`src/rtl/slpd_pkg.sv`:
```
package slpd_pkg;

  // Packet length in bytes: up to 65535 words * 4 + 8 = 262148
  localparam int LEN_W = 19;

  localparam logic [7:0] HEAD_RESET = 8'hAA;
  localparam logic [7:0] TAIL_RESET = 8'hCC;

  // Header byte positions and length rule
  localparam logic [LEN_W-1:0] IDX_COUNT_HI = LEN_W'(4);
  localparam logic [LEN_W-1:0] IDX_COUNT_LO = LEN_W'(5);
  localparam logic [LEN_W-1:0] IDX_LAST_MIN = LEN_W'(6);
  localparam logic [LEN_W-1:0] LEN_BASE     = LEN_W'(8);

  // Configuration register indexes
  typedef enum logic [0:0] {
    CFG_HEAD = 1'b0,
    CFG_TAIL = 1'b1
  } cfg_idx_e;

  // Framer result for one item
  typedef struct packed {
    logic       hit;
    logic [7:0] data;
    logic       first;
    logic       last;
    logic       tail_good;
  } res_t;

  // Framer status
  typedef struct packed {
    logic             in_packet;
    logic [LEN_W-1:0] byte_index;
  } status_t;

endpackage

```
`src/rtl/slpd_framer.sv`:
```
module slpd_framer
  import slpd_pkg::*;
(
  input  logic       clk,
  input  logic       rst,
  input  logic       step,
  input  logic [7:0] rx_byte,
  input  logic [7:0] head_value,
  input  logic [7:0] tail_value,
  output res_t       res,
  output status_t    status
);

  logic             phase;
  logic [LEN_W-1:0] byte_index;
  logic [LEN_W-1:0] total_length;
  logic [7:0]       count_high;
  logic             prior_was_tail;

  logic             is_tail;
  logic [LEN_W-1:0] index_plus;
  logic [LEN_W-1:0] length_next;

  assign is_tail     = (rx_byte == tail_value);
  assign index_plus  = byte_index + LEN_W'(1);
  assign length_next = {1'b0, count_high, rx_byte, 2'b00} + LEN_BASE;

  // Decode the current item
  always_comb begin
    res.data      = rx_byte;
    res.first     = 1'b0;
    res.last      = 1'b0;
    res.tail_good = 1'b0;
    if (!phase) begin
      res.hit   = (rx_byte == head_value);
      res.first = 1'b1;
    end else begin
      res.hit       = 1'b1;
      res.last      = (byte_index >= IDX_LAST_MIN) && (index_plus >= total_length);
      res.tail_good = res.last && prior_was_tail && is_tail;
    end
  end

  assign status.in_packet  = phase;
  assign status.byte_index = byte_index;

  // Advance the framing state on each item
  always_ff @(posedge clk) begin
    if (rst) begin
      phase          <= 1'b0;
      byte_index     <= '0;
      total_length   <= '0;
      count_high     <= '0;
      prior_was_tail <= 1'b0;
    end else if (step) begin
      if (!phase) begin
        if (res.hit) begin
          phase          <= 1'b1;
          byte_index     <= LEN_W'(1);
          total_length   <= '0;
          count_high     <= '0;
          prior_was_tail <= is_tail;
        end
      end else begin
        if (byte_index == IDX_COUNT_HI) begin
          count_high <= rx_byte;
        end else if (byte_index == IDX_COUNT_LO) begin
          total_length <= length_next;
        end
        if (res.last) begin
          phase          <= 1'b0;
          byte_index     <= '0;
          prior_was_tail <= 1'b0;
        end else begin
          byte_index     <= index_plus;
          prior_was_tail <= is_tail;
        end
      end
    end
  end

endmodule

```
`src/rtl/sync_length_packet_deframer.sv`:
```
// Byte-stream packet deframer. Bytes outside a packet are dropped until one
// equals head_value; that byte and the rest of the packet pass through. Header
// bytes 4 and 5 are a big-endian word count, and the packet is count*4+8 bytes
// long. tuser[0] marks the head byte, tlast the final byte, and tuser[1] on the
// final byte says that the last two bytes both equal tail_value. A bad tail
// does not resync: the packet ends at its stated length and hunting resumes.
// One item is taken per cycle while the result is not stalled; an item goes
// through an input register and then a result register before its result is
// offered. Only a stalled result holds off the input.
module sync_length_packet_deframer
  import slpd_pkg::*;
(
  input  logic       clk,
  input  logic       rst,
  // input stream
  input  logic       s_tvalid,
  output logic       s_tready,
  input  logic [7:0] s_tdata,   // [7:0] rx_byte
  // output stream
  output logic       m_tvalid,
  input  logic       m_tready,
  output logic [7:0] m_tdata,   // [7:0] packet_byte
  output logic       m_tlast,   // last_of_packet
  output logic [1:0] m_tuser,   // [0] first_of_packet, [1] tail_good
  // configuration
  input  logic       cfg_we,
  input  cfg_idx_e   cfg_index,
  input  logic [7:0] cfg_data
);

  logic [7:0] head_reg;
  logic [7:0] tail_reg;
  logic       in_valid;
  logic [7:0] in_data;
  logic       advance;
  logic       step;
  res_t       res;
  status_t    status;

  assign advance    = !m_tvalid || m_tready;
  assign s_tready   = !in_valid || advance;
  assign step       = in_valid && advance;

  // Configuration registers
  always_ff @(posedge clk) begin
    if (rst) begin
      head_reg <= HEAD_RESET;
      tail_reg <= TAIL_RESET;
    end else if (cfg_we) begin
      unique case (cfg_index)
        CFG_HEAD: head_reg <= cfg_data;
        CFG_TAIL: tail_reg <= cfg_data;
        default:  head_reg <= head_reg;
      endcase
    end
  end

  // Input register
  always_ff @(posedge clk) begin
    if (rst) begin
      in_valid <= 1'b0;
    end else if (s_tready) begin
      in_valid <= s_tvalid;
    end
  end

  always_ff @(posedge clk) begin
    if (s_tready && s_tvalid) begin
      in_data <= s_tdata;
    end
  end

  slpd_framer u_framer (
    .clk        (clk),
    .rst        (rst),
    .step       (step),
    .rx_byte    (in_data),
    .head_value (head_reg),
    .tail_value (tail_reg),
    .res        (res),
    .status     (status)
  );

  // Result register
  always_ff @(posedge clk) begin
    if (rst) begin
      m_tvalid <= 1'b0;
    end else if (advance) begin
      m_tvalid <= step && res.hit;
    end
  end

  always_ff @(posedge clk) begin
    if (step) begin
      m_tdata    <= res.data;
      m_tlast    <= res.last;
      m_tuser[0] <= res.first;
      m_tuser[1] <= res.tail_good;
    end
  end

  // A packet is at least eight bytes: head and final byte never coincide
  a_first_not_last: assert property (@(posedge clk) disable iff (rst)
    m_tvalid |-> !(m_tlast && m_tuser[0]))
    else $error("head byte marked as final byte");

  // Tail status only on the final byte
  a_tail_on_last: assert property (@(posedge clk) disable iff (rst)
    m_tvalid && m_tuser[1] |-> m_tlast)
    else $error("tail_good outside final byte");

  // Hunting leaves the byte counter cleared
  a_hunt_index: assert property (@(posedge clk) disable iff (rst)
    !status.in_packet |-> status.byte_index == '0)
    else $error("byte index nonzero while hunting");

  // A final byte returns the framer to hunting
  a_last_ends: assert property (@(posedge clk) disable iff (rst)
    step && res.hit && res.last |=> !status.in_packet)
    else $error("framer stayed in packet after final byte");

endmodule
```
`config.mk`:
```
export PLATFORM = sky130hd
export DESIGN_NAME = sync_length_packet_deframer
export DESIGN_NICKNAME = d
export VERILOG_FILES = /design/src/rtl/slpd_pkg.sv /design/src/rtl/slpd_framer.sv /design/src/rtl/sync_length_packet_deframer.sv
export SDC_FILE = /design/constraint.sdc
export NUM_CORES = 1
export LEC_CHECK = 0
export BUFFER_PORTS_ARGS = -buffer_cell sky130_fd_sc_hd__clkbuf_2
export CAP_MARGIN = 5
export CORE_AREA = 2 2 103 105
export DETAILED_ROUTE_END_ITERATION = 10
export DIE_AREA = 0 0 105 107
export PLACE_DENSITY = 0.7
export SLEW_MARGIN = 0
export SYNTH_ARGS = -nofsm -noshare
export SYNTH_HDL_FRONTEND = slang
export SYNTH_HIERARCHICAL = 1
export SYNTH_SLANG_ARGS = --single-unit
```
`constraint.sdc`:
```
create_clock -name clk -period 3.9 [get_ports clk]
set_clock_uncertainty 0.05 [all_clocks]
set_input_delay 0.585 -clock clk [delete_from_list [all_inputs] [get_ports clk]]
set_output_delay 0.585 -clock clk [all_outputs]
set_load 0.02 [all_outputs]
```
==> flow_metrics.env, run 1 <==
export IMPL_status="completed"
export IMPL_cts_root_buf="clkbuf_8"
export IMPL_cap_violations=0
export IMPL_finalSetupViolCount=0
export IMPL_via_per_inst=5.439
export IMPL_worstPathRequired_ns=4.08
export IMPL_cts_buffers=9
export IMPL_peakVddDrop_v=0.0002028
export IMPL_core_area_sq_um=10090
export IMPL_crit_family="simple AND/OR/NAND/NOR gates"
export IMPL_die_area_sq_um=11240
export IMPL_grt_pass1_vias=3376
export IMPL_ioPinCount=35
export IMPL_ant_nets=0
export IMPL_hold_path_class="in2reg"
export IMPL_worst_pin_slew_ns=0.9998
export IMPL_worst_path_largest_cell_delay_ns=0.46
export IMPL_cts_sinks=83
export IMPL_dpl_cell_count=635
export IMPL_first_pass_iters=5
export IMPL_start_util_pct=44.28
export IMPL_use_met1_pct=23.14
export IMPL_timing_final_ws_setup_ns=0.2839
export IMPL_min_period_ns=3.616
export IMPL_crit_chain="nand4_1 -> nor4_1 -> buf_4 -> nand3_1 -> and2_1 -> or2_2 -> ha_1 -> a21o_1 -> a21oi_1 -> o21ai_1 -> nor3b_4 -> nor3_1 -> a2111oi_0"
export IMPL_largest_reg_flops=19
export IMPL_top_regs="u_framer/byte_index: 19 flops, u_framer/total_length: 17 flops"
export IMPL_wl_per_cell_um=15.59
export IMPL_top_usage_layer="met2"
export IMPL_crit_type="reg2reg"
export IMPL_worst_path_buf_inv=1
export IMPL_crit_path_start_kind="flop"
export IMPL_layoutNonFillerInstCount=654
export IMPL_antenna_found_initial=0
export IMPL_final_cell_mix="dfxtp_1 (64), nand2_1 (52), nor2_1 (36), clkbuf_2 (34), xnor2_1 (28)"
export IMPL_drive_above_1_share_pct=16.80
export IMPL_numPortBuffers=34
export IMPL_slew_limit_headroom_pct=33.35
export IMPL_diodes=0
export IMPL_hpwl_mm=7.122
export IMPL_layout_commonest_cell="dfxtp_1"
export IMPL_rows=37
export IMPL_grt_first_pass_wirelength_mm=16.38
export IMPL_post_dp_cell_area_sq_um=4760
export IMPL_path_clk_slew_ns=0.08
export IMPL_grt_max_degree=46
export IMPL_drt_iter0_drc=193
export IMPL_hold_viol=0
export IMPL_synthesis_area_sq_um=4469
export IMPL_hold_path_depth=1
export IMPL_synth_cells=480
export IMPL_vias=3557
export IMPL_die_w_um=105
export IMPL_route_detailed_drc=0
export IMPL_power_density_nw_per_um2=315.8
export IMPL_gp_congestion=0.9088
export IMPL_arrival_ns=3.80
export IMPL_syn_nets=525
export IMPL_slowest_stage="nor3b_4"
export IMPL_p_leak_uw=0.001946
export IMPL_cts_tree="yes"
export IMPL_gr_usage_met3_pct=3.222
export IMPL_nets=558
export IMPL_stdcell_area_sq_um=4972
export IMPL_grt_use_met2_pct=31.22
export IMPL_r2r_cells=13
export IMPL_worstSkewPairLatency_ns=0.37
export IMPL_postSynthAreaPerCell_sq_um=9.311
export IMPL_syn2layout_area_growth_pct=11.25
export IMPL_cp_end_kind="flop"
export IMPL_rsz0062_at_grt="false"
export IMPL_holdBufCountCts=0
export IMPL_fmax_ghz=0.2765
export IMPL_preCtsSetupSlack_ns=-0.1599
export IMPL_finalCritPeriodShare_pct=92.72
export IMPL_ctsLongestPathBuffers=2
export IMPL_n_fill_cell=974
export IMPL_drv_slew=0
export IMPL_grt_use_total_pct=18.56
export IMPL_crit_fanout=9
export IMPL_ys_warn_count=6
export IMPL_drt_total_wl_mm=10.19
export IMPL_overflow=0
export IMPL_cts_max_level=3
export IMPL_regMostFlops="u_framer/byte_index"
export IMPL_dieHeight_um=107
export IMPL_cp_depth=13
final timing paths:
check / end / startpoint / slack [ns]
setup / recovery: u_framer/byte_index[0] / u_framer/byte_index[3] / 0.28
hold / removal: in_data[7] / s_tdata[7] / 0.34
setup reg to reg: u_framer/byte_index[0] / u_framer/byte_index[3] / 0.28
hold reg to reg: u_framer/prior_was_tail / u_framer/prior_was_tail / 0.41
per-stage QoR:
| stage | power, uW | setup TNS [ns] | hold slack, ns | utilization (%) |
|---|---|---|---|---|
| 2_1_floorplan | 1004 | 0 | 0.3775 | - |
| 3_3_place_gp | 1024 | -0.01524 | 0.3909 | 47.16 |
| 3_5_place_dp | 1028 | -0.2774 | 0.3966 | 47.16 |
| 4_1_cts | 1591 | 0 | 0.3209 | 48.95 |
| 5_1_grt | 1636 | 0 | 0.3253 | 49.27 |
| 6_report | 1570 | 0 | 0.3411 | 49.27 |
metal layers:
layer	wire length, um	vias up
met4	220	0
li1	-	1747
met3	541	18
met5	0	-
met1	4457	1698
met2	4974	94
area by class of cell:
type	instances	area (sq um)	share of cell area [%]
Multi-Input combinational cell	342	2366	47.58
Sequential cell	83	1852	37.24
Timing Repair Buffer	55	327.8	6.593
Tap cell	136	170.2	3.422
Clock buffer	12	145.1	2.919
Inverter	22	82.58	1.661
Clock inverter	4	28.78	0.5788
worst register-to-register path, cell delays in order, from the launching register on:
cell and delay [ns]:
dfxtp_1 0.34, nand4_1 0.18, nor4_1 0.33, buf_4 0.17, nand3_1 0.09, and2_1 0.19, or2_2 0.29, ha_1 0.29
a21o_1 0.18, a21oi_1 0.14, o21ai_1 0.18, nor3b_4 0.46, nor3_1 0.14, a2111oi_0 0.45
power by group:
group / switching, uW / leakage, uW / total, uW / internal (uW)
registers: 19.3 / 0.000697 / 917 / 898
logic: 52.0 / 0.00117 / 91.2 / 39.3
clock network: 313 / 0.0000826 / 562 / 249
total: 384 / 0.00195 / 1570 / 1190
timing repair:
action | in CTS | in global routing
cloned | 0 | 1
gates resized for setup | 1 | 2
setup buffers | 0 | 2
pin swaps | 0 | 1
setup endpoints to repair | 4 | 6
(Power assumes the default switching activity.)
==> inputs of run 2 (changes only) <==
--- a/config.mk
+++ b/config.mk
@@ -7,10 +7,10 @@
 export LEC_CHECK = 0
 export BUFFER_PORTS_ARGS = -buffer_cell sky130_fd_sc_hd__clkbuf_2
 export CAP_MARGIN = 5
-export CORE_AREA = 2 2 103 105
+export CORE_AREA = 2 2 109 111
 export DETAILED_ROUTE_END_ITERATION = 10
-export DIE_AREA = 0 0 105 107
-export PLACE_DENSITY = 0.7
+export DIE_AREA = 0 0 111 113
+export PLACE_DENSITY = 0.64
 export SLEW_MARGIN = 0
 export SYNTH_ARGS = -nofsm -noshare
 export SYNTH_HDL_FRONTEND = slang
==> constraint.sdc (replaced) <==
create_clock -name clk -period 3.9 [get_ports clk]
set_clock_uncertainty 0.05 [all_clocks]
set_input_delay 0.585 -clock clk [delete_from_list [all_inputs] [get_ports clk]]
set_output_delay 0.585 -clock clk [all_outputs]
set_load 0.1 [all_outputs]
==> run 2 against run 1 <==
Core utilization decreased by 5.1 points. Die area increased by 12%. Sequential share of layout area about the same. Sequential power about the same. Global-route usage decreased by 1.9 points. Non-clock buffer count decreased by 14. Worst hold slack improved by 0.018 ns. Final cell count decreased by 1.2%. Setup slack got worse by 0.0040 ns. Fmax decreased by 0.11%. Sequential cell count unchanged. Cell area about the same. Critical endpoint is now u_framer/byte_index[16]. Largest cell class unchanged.
==> flow_metrics.env, run 2 (synthesis gave the netlist of run 1 again) <==
export IMPL_status="completed"
export IMPL_start_util_pct=39.65
export IMPL_hpwl_mm=7.220
export IMPL_min_period_ns=3.620
export IMPL_cts_tree="yes"
export IMPL_drv_slew=0
export IMPL_drt_total_wl_mm=10.05
export IMPL_worst_pin_slew_ns=0.9896
export IMPL_finalSetupViolCount=0
export IMPL_numPortBuffers=34
export IMPL_finalPower_uw=1878
export IMPL_regMostFlops="u_framer/byte_index"
export IMPL_slowest_stage="dfxtp_1"
export IMPL_path_clk_slew_ns=0.06
export IMPL_worstPathRequired_ns=4.09
export IMPL_diodes=0
export IMPL_crit_fanout=11
export IMPL_fmax_ghz=0.2762
export IMPL_peakVddDrop_v=0.0003683
export IMPL_vias=3459
export IMPL_cts_sinks=83
export IMPL_antenna_found_initial=0
export IMPL_nets=543
export IMPL_worst_path_largest_cell_delay_ns=0.43
export IMPL_grt_pass1_vias=3389
export IMPL_p_leak_uw=0.001923
export IMPL_finalCritPeriodShare_pct=92.82
export IMPL_dieHeight_um=113
export IMPL_crit_type="reg2reg"
export IMPL_ioPinCount=35
export IMPL_die_w_um=111
export IMPL_cts_root_buf="clkbuf_16"
export IMPL_first_pass_iters=5
export IMPL_ctsLongestPathBuffers=2
export IMPL_die_area_sq_um=12540
export IMPL_arrival_ns=3.81
export IMPL_cts_setup_buffers=0
export IMPL_timing_final_ws_setup_ns=0.2799
export IMPL_grt_use_total_pct=16.71
export IMPL_power_density_nw_per_um2=377.5
export IMPL_finalSetupTns_ns=0
export IMPL_rsz0062_at_grt="false"
export IMPL_cap_violations=0
export IMPL_ant_nets=0
export IMPL_drive_above_1_share_pct=14.51
export IMPL_cts_buffers=9
export IMPL_gp_congestion=0.8428
export IMPL_stdcell_area_sq_um=4976
export IMPL_post_dp_cell_area_sq_um=4678
export IMPL_hold_viol=0
export IMPL_rows=39
export IMPL_cts_max_level=3
export IMPL_overflow=0
export IMPL_core_area_sq_um=11270
export IMPL_layout_commonest_cell="dfxtp_1"
export IMPL_worstSkewPairLatency_ns=0.35
export IMPL_cp_end_kind="flop"
export IMPL_hold_path_class="in2reg"
export IMPL_holdBufCountCts=0
export IMPL_crit_chain="nand4_1 -> nor4_1 -> buf_4 -> nand3_1 -> and2_1 -> or2_2 -> ha_1 -> nand3_1 -> or3_1 -> a211oi_1 -> nor3b_2 -> buf_4 -> o21a_1 -> a22o_1"
export IMPL_top_regs="u_framer/byte_index: 19 flops, u_framer/total_length: 17 flops"
export IMPL_syn2layout_area_growth_pct=11.34
export IMPL_preCtsSetupSlack_ns=0.2272
export IMPL_route_detailed_drc=0
export IMPL_grt_max_degree=35
export IMPL_crit_path_start_kind="flop"
export IMPL_via_per_inst=5.354
export IMPL_wl_per_cell_um=15.55
export IMPL_drt_iter0_drc=289
export IMPL_post_cts_resized=0
export IMPL_largest_reg_flops=19
export IMPL_final_cell_mix="dfxtp_1 (63), nand2_1 (52), nor2_1 (35), clkbuf_2 (34), xnor2_1 (28)"
export IMPL_slew_limit_headroom_pct=33.89
export IMPL_finish_utilization_pct=44.14
export IMPL_grt_first_pass_wirelength_mm=16.57
[run 2: layout make-up]
type	count	area [sq um]
flip-flops and latches	83	1853
clock buffers	10	229.0
well taps	143	178.9
repair buffers	41	222.7
inverters	22	82.58
fillers	1102	6296
clock inverters	6	65.06
multi-input cells	341	2345
[run 2: layer usage]
layer | wire length, um | global-route usage [%] | vias up
li1 | - | - | 1725
met1 | 4600 | 21.31 | 1632
met2 | 4809 | 27.24 | 92
met3 | 510 | 5.088 | 10
met4 | 125 | 5.500 | 0
met5 | 0 | 0 | -
[run 2: worst paths after layout]
check / start / to / slack, ns / depth (start not counted)
max reg2reg: u_framer/byte_index[3] / u_framer/byte_index[16] / 0.28 / 14
min: s_tdata[0] / in_data[0] / 0.36 / 1
min reg2reg: u_framer/prior_was_tail / u_framer/prior_was_tail / 0.41 / 2
max: u_framer/byte_index[3] / u_framer/byte_index[16] / 0.28 / 14
[run 2: critical path: cells and delay by family (launching register included)]
kind,cells,cell delay [ns]
simple gates,8,1.73
compound gates,3,0.64
flops,1,0.43
buf+inv,2,0.37
fa+ha+maj,1,0.29
[run 2: through the flow]
stage / hold WS, ns / std cells
after floorplan: 0.3775 / 480
after global placement: 0.3989 / 630
after detailed placement: 0.4018 / 630
after CTS: 0.3446 / 646
after global routing: 0.3422 / 646
final: 0.3588 / 646
[run 2: power by group]
group          leakage, uW  switching, uW  internal, uW  total [uW]
Combinational      0.00108           75.0          39.6         115
Sequential        0.000697           21.4           899         920
Clock             0.000141            347           496         844
Total              0.00192            444          1430        1880
==> inputs of run 3 (changes only) <==
--- a/config.mk
+++ b/config.mk
@@ -7,10 +7,10 @@
 export LEC_CHECK = 0
 export BUFFER_PORTS_ARGS = -buffer_cell sky130_fd_sc_hd__clkbuf_2
 export CAP_MARGIN = 5
-export CORE_AREA = 2 2 109 111
+export CORE_AREA = 8 8 132 134
 export DETAILED_ROUTE_END_ITERATION = 10
-export DIE_AREA = 0 0 111 113
-export PLACE_DENSITY = 0.64
+export DIE_AREA = 0 0 140 142
+export PLACE_DENSITY = 0.53
 export SLEW_MARGIN = 0
 export SYNTH_ARGS = -nofsm -noshare
 export SYNTH_HDL_FRONTEND = slang
==> run 3 against run 2 <==
Sequential cell count unchanged. Setup slack gained 0.0087 ns. Final cell count is 8.0% higher. Worst hold slack better by 0.011 ns. Die area increased by 58%. Clock-buffer cell count increased by 1. Critical path depth unchanged. Fmax increased by 0.24%. Global-route usage down 5.7 points. Largest power group unchanged.
==> flow_metrics.env, run 3 (synthesis gave the netlist of run 1 again) <==
export IMPL_status="completed"
export IMPL_first_pass_iters=4
export IMPL_vias=3408
export IMPL_layout_commonest_cell="dfxtp_1"
export IMPL_start_util_pct=28.97
export IMPL_worst_path_largest_cell_delay_ns=0.43
export IMPL_overflow=0
export IMPL_grt_first_pass_wirelength_mm=17.42
export IMPL_use_met1_pct=14.10
export IMPL_slew_limit_headroom_pct=37.08
export IMPL_regMostFlops="u_framer/byte_index"
export IMPL_ctsLongestPathBuffers=2
export IMPL_reg2reg_to="u_framer/byte_index[16]"
export IMPL_power_density_nw_per_um2=372.4
export IMPL_hpwl_mm=7.730
export IMPL_post_dp_cell_area_sq_um=4762
export IMPL_wl_per_cell_um=15.04
export IMPL_gr_usage_met3_pct=2.684
export IMPL_nets=546
export IMPL_rows=46
export IMPL_finalSetupTns_ns=0
export IMPL_cts_buffers=9
export IMPL_min_delay_start="s_tdata[6]"
export IMPL_hold_end="in_data[6]"
export IMPL_min_period_ns=3.611
export IMPL_holdBufCountCts=0
export IMPL_antenna_found_initial=0
export IMPL_dieHeight_um=142
export IMPL_via_per_inst=4.883
export IMPL_stdcell_area_sq_um=5064
export IMPL_crit_path_start_kind="flop"
export IMPL_r2r_slack_ns=0.29
export IMPL_preCtsSetupSlack_ns=0.2769
export IMPL_core_area_sq_um=15420
export IMPL_finalCritPeriodShare_pct=92.60
export IMPL_drv_slew=0
export IMPL_n_fill_cell=1586
export IMPL_cts_root_buf="clkbuf_16"
export IMPL_fmax_ghz=0.2769
export IMPL_timing_final_ws_setup_ns=0.2887
export IMPL_route_detailed_drc=0
export IMPL_cts_max_level=3
export IMPL_worst_pin_slew_ns=0.9418
export IMPL_die_area_sq_um=19880
export IMPL_largest_reg_flops=19
export IMPL_rsz0062_at_grt="false"
export IMPL_drt_total_wl_mm=10.50
export IMPL_syn2layout_area_growth_pct=13.30
export IMPL_finalSetupViolCount=0
export IMPL_hold_path_depth=1
export IMPL_crit_chain="nand4_1 -> nor4_2 -> buf_4 -> nand3_1 -> and2_1 -> or2_2 -> ha_1 -> nand3_1 -> or3_1 -> a211oi_1 -> nor3b_2 -> buf_4 -> o21a_1 -> a22o_1"
export IMPL_cts_sinks=83
export IMPL_cts_tree="yes"
export IMPL_path_clk_slew_ns=0.06
export IMPL_worstSkewPairLatency_ns=0.34
export IMPL_hold_path_class="in2reg"
export IMPL_cts_setup_buffers=0
export IMPL_worst_path_buf_inv=2
export IMPL_peakVddDrop_v=0.0002823
export IMPL_cp_end_kind="flop"
export IMPL_arrival_ns=3.79
export IMPL_grt_use_total_pct=11.02
export IMPL_ioPinCount=35
export IMPL_crit_type="reg2reg"
export IMPL_post_cts_resized=0
export IMPL_grt_max_degree=25
export IMPL_crit_fanout=21
export IMPL_numPortBuffers=34
export IMPL_die_w_um=140
export IMPL_hold_viol=0
export IMPL_slowest_stage="dfxtp_1"
export IMPL_grt_use_met2_pct=17.40
export IMPL_cap_violations=0
export IMPL_top_regs="u_framer/byte_index: 19 flops, u_framer/total_length: 17 flops"
export IMPL_final_cell_mix="dfxtp_1 (64), nand2_1 (52), nor2_1 (36), clkbuf_2 (34), xnor2_1 (28)"
export IMPL_crit_family="simple AND/OR/NAND/NOR gates"
export IMPL_grt_pass1_vias=3329
export IMPL_top_usage_layer="met2"
export IMPL_ant_nets=0
export IMPL_gp_congestion=0.8067
export IMPL_finalPower_uw=1885
export IMPL_r2r_cells=14
export IMPL_p_leak_uw=0.001934
export IMPL_worstPathRequired_ns=4.07
export IMPL_r2r_start="u_framer/byte_index[3]"
export IMPL_drive_above_1_share_pct=14.82
export IMPL_drt_iter0_drc=200
export IMPL_diodes=0
## run 3: cell count changes in the layout (fill, tap and decap cells not counted), sizes merged
| cell | change |
|---|---|
| buf | +3 |
| clkinvlp | +1 |
| clkbuf | +1 |
| clkinv | -2 |
## run 3: metal layers
| layer | vias up | wire length (um) |
|---|---|---|
| met5 | - | 0 |
| met4 | 0 | 158 |
| met2 | 67 | 4854 |
| met1 | 1600 | 5125 |
| met3 | 12 | 358 |
| li1 | 1729 | - |
## run 3: final cells by class
type	count	area [sq um]	share of cell area, %
Inverter	22	82.58	1.631
Sequential cell	83	1852	36.57
Clock inverter	5	62.56	1.235
Multi-Input combinational cell	341	2349	46.38
Clock buffer	11	232.7	4.596
Tap cell	192	240.2	4.744
Timing Repair Buffer	44	245.2	4.843
## run 3: worst max path at each step
| stage | from | to | slack [ns] | cells past startpoint |
|---|---|---|---|---|
| finish | u_framer/byte_index[3] | u_framer/byte_index[16] | 0.29 | 14 |
| global route | u_framer/byte_index[3] | u_framer/byte_index[0] | 0.01 | 14 |
| global placement | u_framer/byte_index[3] | u_framer/byte_index[16] | 0.32 | 14 |
| floorplan | u_framer/byte_index[2] | u_framer/byte_index[10] | 0.52 | 15 |
| detailed placement | u_framer/byte_index[3] | u_framer/byte_index[0] | 0.28 | 14 |
| CTS | u_framer/byte_index[3] | u_framer/byte_index[16] | 0.24 | 14 |
## run 3: power breakdown
part	total [uW]	internal, uW	switching, uW
registers	919	899	20.7
clock network	850	500	350
logic	116	39.6	76.9
## run 3: stage by stage
stage               cells  hold slack (ns)  utilization, %
floorplan             480           0.3775               -
global placement      682           0.3891           30.87
detailed placement    682           0.3991           30.87
CTS                   698           0.3533           32.79
global route          698           0.3566           32.83
finish                698           0.3697           32.83
